### src/rtl/slra_pkg.sv
// ============================================================================
// slra_pkg: shared types and constants of the spatial lag row average core
// Transaction payloads, register indexes and the command and status bundles
// that pass between the row controller and the row datapath.
// ============================================================================
package slra_pkg;

   // Fixed field widths
   localparam int unsigned NID_W   = 16;
   localparam int unsigned VAL_W   = 32;
   localparam int unsigned WGT_W   = 32;
   localparam int unsigned SUM_W   = 64;
   localparam int unsigned WT_W    = 48;
   localparam int unsigned USED_W  = 9;
   localparam int unsigned QBITS   = 64;
   localparam int unsigned STEP_W  = 6;
   localparam int unsigned CSR_IDX_W = 1;
   localparam int unsigned CSR_DAT_W = 1;

   // Configuration register indexes
   typedef enum logic [CSR_IDX_W-1:0] {
      REG_BINARY_MODE  = 1'b0,
      REG_EXCLUDE_SELF = 1'b1
   } csr_index_type;

   // One neighbour element of a row
   typedef struct packed {
      logic [NID_W-1:0]        neighbor_id;
      logic signed [VAL_W-1:0] neighbor_value;
      logic [WGT_W-1:0]        neighbor_weight;
      logic [NID_W-1:0]        row_id;
      logic                    empty_row;
      logic                    last_element;
   } slra_req_type;

   // One row result
   typedef struct packed {
      logic signed [VAL_W-1:0] lag_value;
      logic [USED_W-1:0]       used_count;
      logic                    zero_divisor;
   } slra_rsp_type;

   // Controller to datapath commands
   typedef struct packed {
      logic capture;     // latch the accepted transaction
      logic multiply;    // form the product and the use flag
      logic accumulate;  // add into the row accumulators
      logic div_setup;   // load dividend and divisor into the divider
      logic div_step;    // one restoring division step
      logic load_out;    // finalise the quotient into the output register and clear the row
   } slra_cmd_type;

   // Datapath to controller status
   typedef struct packed {
      logic empty_row;
      logic last_element;
   } slra_status_type;

endpackage

### src/rtl/slra_ctrl.sv
// ============================================================================
// slra_ctrl: row controller
// Sequences each transaction through multiply, accumulate and, at row end, the
// bit-serial division (an empty row skips to the result); owns the result valid flag.
// ============================================================================
module slra_ctrl
   import slra_pkg::*;
(
   input  logic            clock,
   input  logic            reset,
   input  logic            req_valid,
   output logic            req_stall,
   output logic            rsp_valid,
   input  logic            rsp_stall,
   output slra_cmd_type    cmd,
   input  slra_status_type status
);

   typedef enum logic [2:0] {
      ST_IDLE,
      ST_MUL,
      ST_ACC,
      ST_DIV_SETUP,
      ST_DIV_RUN,
      ST_EMIT
   } state_type;

   localparam logic [STEP_W-1:0] LAST_STEP = STEP_W'(QBITS - 1);

   state_type         state_ff, state_in;
   logic [STEP_W-1:0] step_ff, step_in;
   logic              rsp_valid_ff, rsp_valid_in;
   logic              out_free;

   // The output register may be loaded when empty or when its transaction leaves now.
   assign out_free  = !rsp_valid_ff || !rsp_stall;
   assign req_stall = (state_ff != ST_IDLE);
   assign rsp_valid = rsp_valid_ff;

   // Next state, step counter and commands
   always_comb begin
      state_in     = state_ff;
      step_in      = step_ff;
      rsp_valid_in = rsp_valid_ff && rsp_stall;
      cmd          = '0;
      case (state_ff)
         ST_IDLE: begin
            if (req_valid) begin
               cmd.capture = 1'b1;
               state_in    = ST_MUL;
            end
         end
         ST_MUL: begin
            cmd.multiply = 1'b1;
            state_in     = status.empty_row ? ST_EMIT : ST_ACC;
         end
         ST_ACC: begin
            cmd.accumulate = 1'b1;
            state_in       = status.last_element ? ST_DIV_SETUP : ST_IDLE;
         end
         ST_DIV_SETUP: begin
            cmd.div_setup = 1'b1;
            step_in       = '0;
            state_in      = ST_DIV_RUN;
         end
         ST_DIV_RUN: begin
            cmd.div_step = 1'b1;
            step_in      = step_ff + 1'b1;
            if (step_ff == LAST_STEP) begin
               state_in = ST_EMIT;
            end
         end
         ST_EMIT: begin
            if (out_free) begin
               cmd.load_out = 1'b1;
               rsp_valid_in = 1'b1;
               state_in     = ST_IDLE;
            end
         end
         default: begin
            state_in = ST_IDLE;
         end
      endcase
   end

   // State and registered outputs
   always_ff @(posedge clock) begin
      if (reset) begin
         state_ff     <= ST_IDLE;
         step_ff      <= '0;
         rsp_valid_ff <= 1'b0;
      end else begin
         state_ff     <= state_in;
         step_ff      <= step_in;
         rsp_valid_ff <= rsp_valid_in;
      end
   end

endmodule

### src/rtl/slra_dp.sv
// ============================================================================
// slra_dp: row datapath
// Configuration registers, element register, product register, saturating
// row accumulators, a restoring divider one quotient bit per cycle and the
// result register.
// ============================================================================
module slra_dp
   import slra_pkg::*;
#(
   parameter int unsigned ID_WIDTH      = 16,
   parameter int unsigned MAX_NEIGHBORS = 256
) (
   input  logic                 clock,
   input  logic                 reset,
   input  logic                 csr_write_enable,
   input  logic [CSR_IDX_W-1:0] csr_index,
   input  logic [CSR_DAT_W-1:0] csr_wdata,
   input  slra_req_type         req_data,
   input  slra_cmd_type         cmd,
   output slra_status_type      status,
   output slra_rsp_type         rsp_data
);

   localparam int unsigned CMP_W = (ID_WIDTH < NID_W) ? ID_WIDTH : NID_W;
   localparam int unsigned CNT_W = $clog2(MAX_NEIGHBORS + 1);
   localparam logic [CNT_W-1:0] CNT_LIMIT = CNT_W'(MAX_NEIGHBORS);
   localparam logic [SUM_W-1:0] SUM_MAX = {1'b0, {(SUM_W-1){1'b1}}};
   localparam logic [SUM_W-1:0] SUM_MIN = {1'b1, {(SUM_W-1){1'b0}}};
   localparam logic [QBITS-1:0] POS_LIMIT = QBITS'(32'h7FFF_FFFF);
   localparam logic [QBITS-1:0] NEG_LIMIT = QBITS'(32'h8000_0000);

   // Configuration registers
   logic binary_mode_ff;
   logic exclude_self_ff;

   // Element and product stage
   slra_req_type            item_ff;
   logic                    item_binary_ff;
   logic                    item_exclude_ff;
   logic signed [SUM_W-1:0] prod_ff;
   logic                    use_ff;

   // Row accumulators
   logic signed [SUM_W-1:0] sum_ff;
   logic [WT_W-1:0]         wt_ff;
   logic [CNT_W-1:0]        count_ff;

   // Divider
   logic [QBITS-1:0] quo_ff;
   logic [WT_W-1:0]  rem_ff;
   logic [WT_W-1:0]  den_ff;
   logic             neg_ff;
   logic             zero_ff;
   logic [USED_W-1:0] used_ff;

   // Result register
   slra_rsp_type rsp_ff;

   logic signed [VAL_W:0]   val_ext;
   logic signed [WGT_W:0]   wgt_ext;
   logic signed [VAL_W+WGT_W+1:0] prod_full;
   logic                    id_match;
   logic [SUM_W:0]          sum_wide;
   logic [SUM_W-1:0]        sum_sat;
   logic [WT_W:0]           wt_wide;
   logic [WT_W-1:0]         wt_sat;
   logic [WT_W-1:0]         den_pick;
   logic [WT_W:0]           trial;
   logic                    fits;
   logic [31:0]             count_wide;
   logic [QBITS-1:0]        mag_sat;
   logic [QBITS-1:0]        q_signed;

   assign status.empty_row    = item_ff.empty_row;
   assign status.last_element = item_ff.last_element;
   assign rsp_data            = rsp_ff;

   // Product operands and self test
   assign val_ext   = {item_ff.neighbor_value[VAL_W-1], item_ff.neighbor_value};
   assign wgt_ext   = {1'b0, item_ff.neighbor_weight};
   assign prod_full = val_ext * wgt_ext;
   assign id_match  = (item_ff.neighbor_id[CMP_W-1:0] == item_ff.row_id[CMP_W-1:0]);

   // Saturating accumulation
   assign sum_wide = {sum_ff[SUM_W-1], sum_ff} + {prod_ff[SUM_W-1], prod_ff};
   assign sum_sat  = (sum_wide[SUM_W] != sum_wide[SUM_W-1])
                     ? (sum_wide[SUM_W] ? SUM_MIN : SUM_MAX) : sum_wide[SUM_W-1:0];
   assign wt_wide  = {1'b0, wt_ff} + (WT_W+1)'(item_ff.neighbor_weight);
   assign wt_sat   = wt_wide[WT_W] ? {WT_W{1'b1}} : wt_wide[WT_W-1:0];

   // Divisor choice and used count clamp
   assign den_pick   = item_binary_ff ? WT_W'(count_ff) : wt_ff;
   assign count_wide = 32'(count_ff);

   // Restoring division step
   assign trial = {rem_ff, quo_ff[QBITS-1]};
   assign fits  = (trial >= {1'b0, den_ff});

   // Quotient saturation and sign
   always_comb begin
      if (neg_ff) begin
         mag_sat = (quo_ff > NEG_LIMIT) ? NEG_LIMIT : quo_ff;
      end else begin
         mag_sat = (quo_ff > POS_LIMIT) ? POS_LIMIT : quo_ff;
      end
      q_signed = neg_ff ? (QBITS'(0) - mag_sat) : mag_sat;
   end

   // Configuration registers
   always_ff @(posedge clock) begin
      if (reset) begin
         binary_mode_ff  <= 1'b0;
         exclude_self_ff <= 1'b0;
      end else if (csr_write_enable) begin
         case (csr_index_type'(csr_index))
            REG_BINARY_MODE:  binary_mode_ff  <= csr_wdata[0];
            REG_EXCLUDE_SELF: exclude_self_ff <= csr_wdata[0];
            default: begin
            end
         endcase
      end
   end

   // Element capture and product stage
   always_ff @(posedge clock) begin
      if (cmd.capture) begin
         item_ff         <= req_data;
         item_binary_ff  <= binary_mode_ff;
         item_exclude_ff <= exclude_self_ff;
      end
      if (cmd.multiply) begin
         prod_ff <= item_binary_ff ? SUM_W'(val_ext) : $signed(prod_full[SUM_W-1:0]);
         use_ff  <= !(item_exclude_ff && id_match) && (count_ff < CNT_LIMIT);
      end
   end

   // Row accumulators: cleared when a result is loaded
   always_ff @(posedge clock) begin
      if (reset || cmd.load_out) begin
         sum_ff   <= '0;
         wt_ff    <= '0;
         count_ff <= '0;
      end else if (cmd.accumulate && use_ff) begin
         sum_ff   <= sum_sat;
         wt_ff    <= wt_sat;
         count_ff <= count_ff + 1'b1;
      end
   end

   // Divider: magnitude shifts out of the top of quo_ff while quotient bits enter below
   always_ff @(posedge clock) begin
      if (cmd.div_setup) begin
         neg_ff  <= sum_ff[SUM_W-1];
         quo_ff  <= sum_ff[SUM_W-1] ? (QBITS'(0) - sum_ff) : sum_ff;
         rem_ff  <= '0;
         den_ff  <= den_pick;
         zero_ff <= (den_pick == '0);
         used_ff <= (count_wide > 32'd511) ? {USED_W{1'b1}} : count_wide[USED_W-1:0];
      end else if (cmd.div_step) begin
         rem_ff <= fits ? WT_W'(trial - {1'b0, den_ff}) : trial[WT_W-1:0];
         quo_ff <= {quo_ff[QBITS-2:0], fits};
      end
   end

   // Result register
   always_ff @(posedge clock) begin
      if (cmd.load_out) begin
         if (item_ff.empty_row) begin
            rsp_ff.lag_value    <= '0;
            rsp_ff.used_count   <= '0;
            rsp_ff.zero_divisor <= 1'b1;
         end else begin
            rsp_ff.lag_value    <= zero_ff ? '0 : q_signed[VAL_W-1:0];
            rsp_ff.used_count   <= used_ff;
            rsp_ff.zero_divisor <= zero_ff;
         end
      end
   end

endmodule

### src/rtl/spatial_lag_row_average_core.sv
// ============================================================================
// spatial_lag_row_average_core: spatial lag of one sparse weights row
// Accumulates the neighbour elements of a row and divides once at row end.
// ============================================================================
// Each transaction on the req_ channel is one neighbour element; a row ends
// with last_element set, or an empty_row marker stands for a whole row. An
// element is captured, multiplied and accumulated; a row end then runs the
// restoring divider, which produces one of its 64 quotient bits per cycle;
// an empty-row marker skips to the result. The result waits in an output
// register, so the next row can start while it is still stalled; a row end
// finding that register still full waits until it drains. Products are
// exact (Q32.32), both accumulators saturate and the quotient truncates
// towards zero and saturates to 32 bits. Binary mode gives the mean of the
// used values; otherwise the weighted sum over the weight total. A zero
// divisor gives lag 0 with zero_divisor set. Configuration must be written
// only while the block is idle; the block itself does not enforce this.
module spatial_lag_row_average_core
   import slra_pkg::*;
#(
   parameter int unsigned ID_WIDTH      = 16,
   parameter int unsigned MAX_NEIGHBORS = 256
) (
   input  logic                 clock,
   input  logic                 reset,
   input  logic                 csr_write_enable,
   input  logic [CSR_IDX_W-1:0] csr_index,
   input  logic [CSR_DAT_W-1:0] csr_wdata,
   input  logic                 req_valid,
   output logic                 req_stall,
   input  slra_req_type         req_data,
   output logic                 rsp_valid,
   input  logic                 rsp_stall,
   output slra_rsp_type         rsp_data
);

   slra_cmd_type    cmd;
   slra_status_type status;

   // Row controller
   slra_ctrl u_ctrl (
      .clock     (clock),
      .reset     (reset),
      .req_valid (req_valid),
      .req_stall (req_stall),
      .rsp_valid (rsp_valid),
      .rsp_stall (rsp_stall),
      .cmd       (cmd),
      .status    (status)
   );

   // Row datapath
   slra_dp #(
      .ID_WIDTH      (ID_WIDTH),
      .MAX_NEIGHBORS (MAX_NEIGHBORS)
   ) u_dp (
      .clock            (clock),
      .reset            (reset),
      .csr_write_enable (csr_write_enable),
      .csr_index        (csr_index),
      .csr_wdata        (csr_wdata),
      .req_data         (req_data),
      .cmd              (cmd),
      .status           (status),
      .rsp_data         (rsp_data)
   );

   // An accepted transaction always makes the block busy, so it stalls the input before accepting another.
   assert property (@(posedge clock) disable iff (reset)
      (req_valid && !req_stall) |=> req_stall)
      else $error("input accepted in two consecutive cycles");

   // A zero divisor always yields a zero lag.
   assert property (@(posedge clock) disable iff (reset)
      (rsp_valid && rsp_data.zero_divisor) |-> (rsp_data.lag_value == '0))
      else $error("nonzero lag with zero divisor");

   // The used count never exceeds the neighbour limit.
   assert property (@(posedge clock) disable iff (reset)
      rsp_valid |-> (32'(rsp_data.used_count) <= MAX_NEIGHBORS))
      else $error("used count above neighbour limit");

   // A new result is loaded only when the output register is free.
   assert property (@(posedge clock) disable iff (reset)
      cmd.load_out |-> (!rsp_valid || !rsp_stall))
      else $error("result loaded over a stalled transaction");

endmodule
### config.mk
export PLATFORM = sky130hd
export DESIGN_NAME = spatial_lag_row_average_core
export DESIGN_NICKNAME = d
export VERILOG_FILES = /design/src/rtl/slra_pkg.sv /design/src/rtl/slra_ctrl.sv /design/src/rtl/slra_dp.sv /design/src/rtl/spatial_lag_row_average_core.sv
export SDC_FILE = /design/constraint.sdc
export NUM_CORES = 2
export LEC_CHECK = 0
export BUFFER_PORTS_ARGS = -buffer_cell sky130_fd_sc_hd__buf_2
export CORE_UTILIZATION = 65
export CTS_CLUSTER_SIZE = 10
export DETAILED_ROUTE_END_ITERATION = 16
export PLACE_DENSITY = 0.92
export SYNTH_ARGS = -nofsm -noshare
export SYNTH_HDL_FRONTEND = slang
export SYNTH_SLANG_ARGS = --single-unit
### constraint.sdc
create_clock -name clock -period 24.4 [get_ports clock]
set_input_delay 1.22 -clock clock [delete_from_list [all_inputs] [get_ports clock]]
set_output_delay 1.22 -clock clock [all_outputs]
set_load 0.1 [all_outputs]
==> out/results.ini <==
[run_status]
status=completed

[logic_synthesis]
netlist_area_um2=64100
synth.avg_cell_area_um2=9.07
ys_seq_elements=511
syn-num-nets=8509
synth_flop_cell=edfxtp_1
ys_seq_area_share_pct=21.1
yosys_warnings=0
synthArstFlopShare_pct=0
synth_edf_count=330
syn_inst=7064
ys_types=87

[routing]
first_pass_iters=9
via_per_inst=6.34
detail-route-antenna-nets=0
drcViolationCount=0
drtIter0Drc=5962
wire_per_inst_um=22.6
wl_mm=188
num_vias=52600

[cts]
clock_latency_ns=0.66
tritoncts=done
clockRootBuffer=clkbuf_16
cts_max_level=3
clock_path_buffers=3
cts_hold_buf=0
cts.sinks=511
path_clk_slew_ns=0.06
cts_resized=0
cts_setup_buffers=0
numCtsBuffers=66

[worst_setup_path]
arrival_ns=9.89
r2r_cells=23
r2r_start=u_dp.item_ff[56]
cp.required_ns=24.74
startpoint_type=register
critPathCaptureType=register
r2r-end=u_dp.prod_ff[61]
critPathKind=reg -> reg
r2r_slack_ns=14.85
critPathMaxFanout=33

[timing]
slew_headroom_pct=20.8
grt_setup_unrepaired=false
worst_slew_pin_slew_ns=1.19
fin_worst_skew_ns=0.0421
setup_viol=0
hold_violations=0
setup_tns_ns=0
fin_crit_sh_pct=39.1
period_minus_slack_ns=9.55
drv_slew=0
clock.fmax_mhz=105

[global_route]
grt_pass1_vias=54600
grt_max_degree=141
grt_pass1_wl_mm=294
track_usage_pct=38.1
antenna_found_initial=9
grt_overflow=0

[job]
drv_cap=0

[placed_design]
hpwl_mm=136
routabilityCongestion=0.996
place_area_um2=65600
port_buffers=148

[min_path]
hp-class=reg -> reg
holdPathEnd=u_dp.rem_ff[13]
min_from=u_dp.rem_ff[13]
holdPathStages=2

[layout]
syn_to_final_growth_pct=5.56
fillCellCount=6898
final_nets=8407
layout-drive-gt1-share_pct=5.49
fin_area_um2=67600
final_util_pct=69.6

[floorplanning]
num_rows=114
die-area_um2=99800
die_x_um=316
dieHeight_um=316
start_util_pct=65.9
ios=149
core_um2=97100

==> how the worst max path moves through the flow <==
stage / cells after the start / to / startpoint / slack, ns
finish: 23 / u_dp.prod_ff[61] / u_dp.item_ff[56] / 14.85
global route: 23 / u_dp.prod_ff[57] / u_dp.item_ff[56] / 14.42
CTS: 23 / u_dp.prod_ff[61] / u_dp.item_ff[56] / 15.08
detailed placement: 23 / u_dp.prod_ff[61] / u_dp.item_ff[56] / 15.11
global placement: 25 / u_dp.prod_ff[57] / u_dp.item_ff[56] / 15.26
floorplan: 27 / u_dp.prod_ff[57] / u_dp.item_ff[57] / 16.42
==> critical path, cell delays in order, from the launching register on <==
cell,delay (ns)
edfxtp_1,1.13
and2_1,0.27
fa_1,0.45
fa_1,0.50
fa_1,0.54
inv_1,0.07
fa_1,0.54
inv_1,0.06
fa_1,0.48
ha_1,0.35
fa_1,0.56
inv_1,0.07
fa_1,0.68
inv_1,0.08
ha_1,0.44
nand3_1,0.14
o31ai_1,0.55
a21oi_1,0.30
o41ai_1,0.82
a21boi_1,0.30
o31ai_1,0.47
a31oi_1,0.18
xor2_1,0.15
o21ai_0,0.09
==> cell families after synthesis <==
group	Yosys count	synth area share, %
xor+xnor	290	3.97
flops	511	21.1
compound gates	1324	12.3
buf+inv	1480	8.70
fa+ha+maj	1350	36.9
simple gates	2077	16.5
mux	32	0.531
==> synth_stat cells (7+ instances only) <==
master	instances	area share [%]
ha_1	440	8.6
and3_1	25	0.24
or2_2	14	0.14
o21a_1	32	0.38
nor2_1	247	1.4
a31oi_1	71	0.69
o31ai_1	38	0.45
nor2b_1	89	0.87
o21ai_1	18	0.14
nand3b_1	13	0.15
xnor2_1	125	1.7
clkbuf_1	383	2.2
a211oi_1	27	0.32
nand2_1	713	4.2
nand2b_1	35	0.34
maj3_1	10	0.16
o211ai_1	9	0.11
mux2i_1	16	0.25
and4_1	14	0.19
o21bai_1	23	0.27
dfxtp_1	181	5.7
or3_1	20	0.20
nor3_1	71	0.55
and2_1	629	6.1
a32oi_1	7	0.096
edfxtp_1	330	15
a22oi_1	8	0.094
a21oi_1	388	3.0
nand3_1	75	0.59
or4_1	11	0.13
nor4_1	37	0.36
a21o_1	121	1.4
buf_2	13	0.10
inv_1	1074	6.3
a41oi_1	9	0.12
xor2_1	165	2.3
fa_1	900	28
o41ai_1	14	0.19
mux2_2	16	0.28
buf_1	9	0.053
o31a_1	10	0.14
o21ai_0	468	3.7
a311oi_1	9	0.12
nor3b_1	7	0.082
nand4_1	51	0.50
==> final cells by class <==
class | instances | area, um^2 | share of cell area [%]
Tap cell | 1276 | 1600 | 2.36
Clock buffer | 107 | 1850 | 2.73
Clock inverter | 14 | 158 | 0.233
Multi-Input combinational cell | 5073 | 45000 | 66.6
Timing Repair Buffer | 235 | 1410 | 2.08
Inverter | 1075 | 4040 | 5.97
Sequential cell | 511 | 13500 | 20.0
Antenna cell | 4 | 10.0 | 0.0148
==> flip-flops by register name (all words and copies together), names as in the netlist, 2 cells and up <==
signal and flops:
u_dp.count_ff 9, u_dp.rem_ff 48, u_dp.sum_ff 64, u_dp.rsp_data 42
u_ctrl.step_ff 6, u_dp.prod_ff 64, u_ctrl.state_ff 3, u_dp.status 2
u_dp.quo_ff 64, u_dp.used_ff 9, u_dp.item_ff 96, u_dp.wt_ff 48
u_dp.den_ff 48
==> per-stage QoR <==
| stage | hold WS, ns | std cells | worst slack (ns) |
|---|---|---|---|
| after floorplan | 0.408 | 7064 | 16.42 |
| after global placement | 0.468 | 8170 | 15.26 |
| after detailed placement | 0.466 | 8170 | 15.11 |
| after CTS | 0.487 | 8291 | 15.08 |
| after global routing | 0.510 | 8292 | 14.42 |
| final | 0.480 | 8295 | 14.85 |
==> placed cells by master, fill, tap and decap left out, types with 35 or more instances in the layout <==
master	count
a21o_1	121
nor2_1	243
nand4_1	51
nor2b_1	88
o31ai_1	38
buf_2	148
o21ai_0	468
clkbuf_16	68
inv_1	1072
nor4_1	37
and2_1	629
buf_4	86
nor3_1	71
fa_1	900
nand2b_1	35
xnor2_1	124
xor2_1	165
nand2_1	712
a21oi_1	387
a31oi_1	71
edfxtp_1	330
nand3_1	75
clkbuf_1	39
dfxtp_1	180
ha_1	440
==> layer usage <==
layer	global-route usage (%)	wire, um	vias to the layer above
li1	-	-	22700
met1	45.2	64500	25200
met2	60.8	85200	3555
met3	10.1	22400	1074
met4	26.4	15400	8
met5	0	48	-
Power is not shown: default switching activity piles up to over one toggle a cycle in this logic, so the estimate is an artifact.
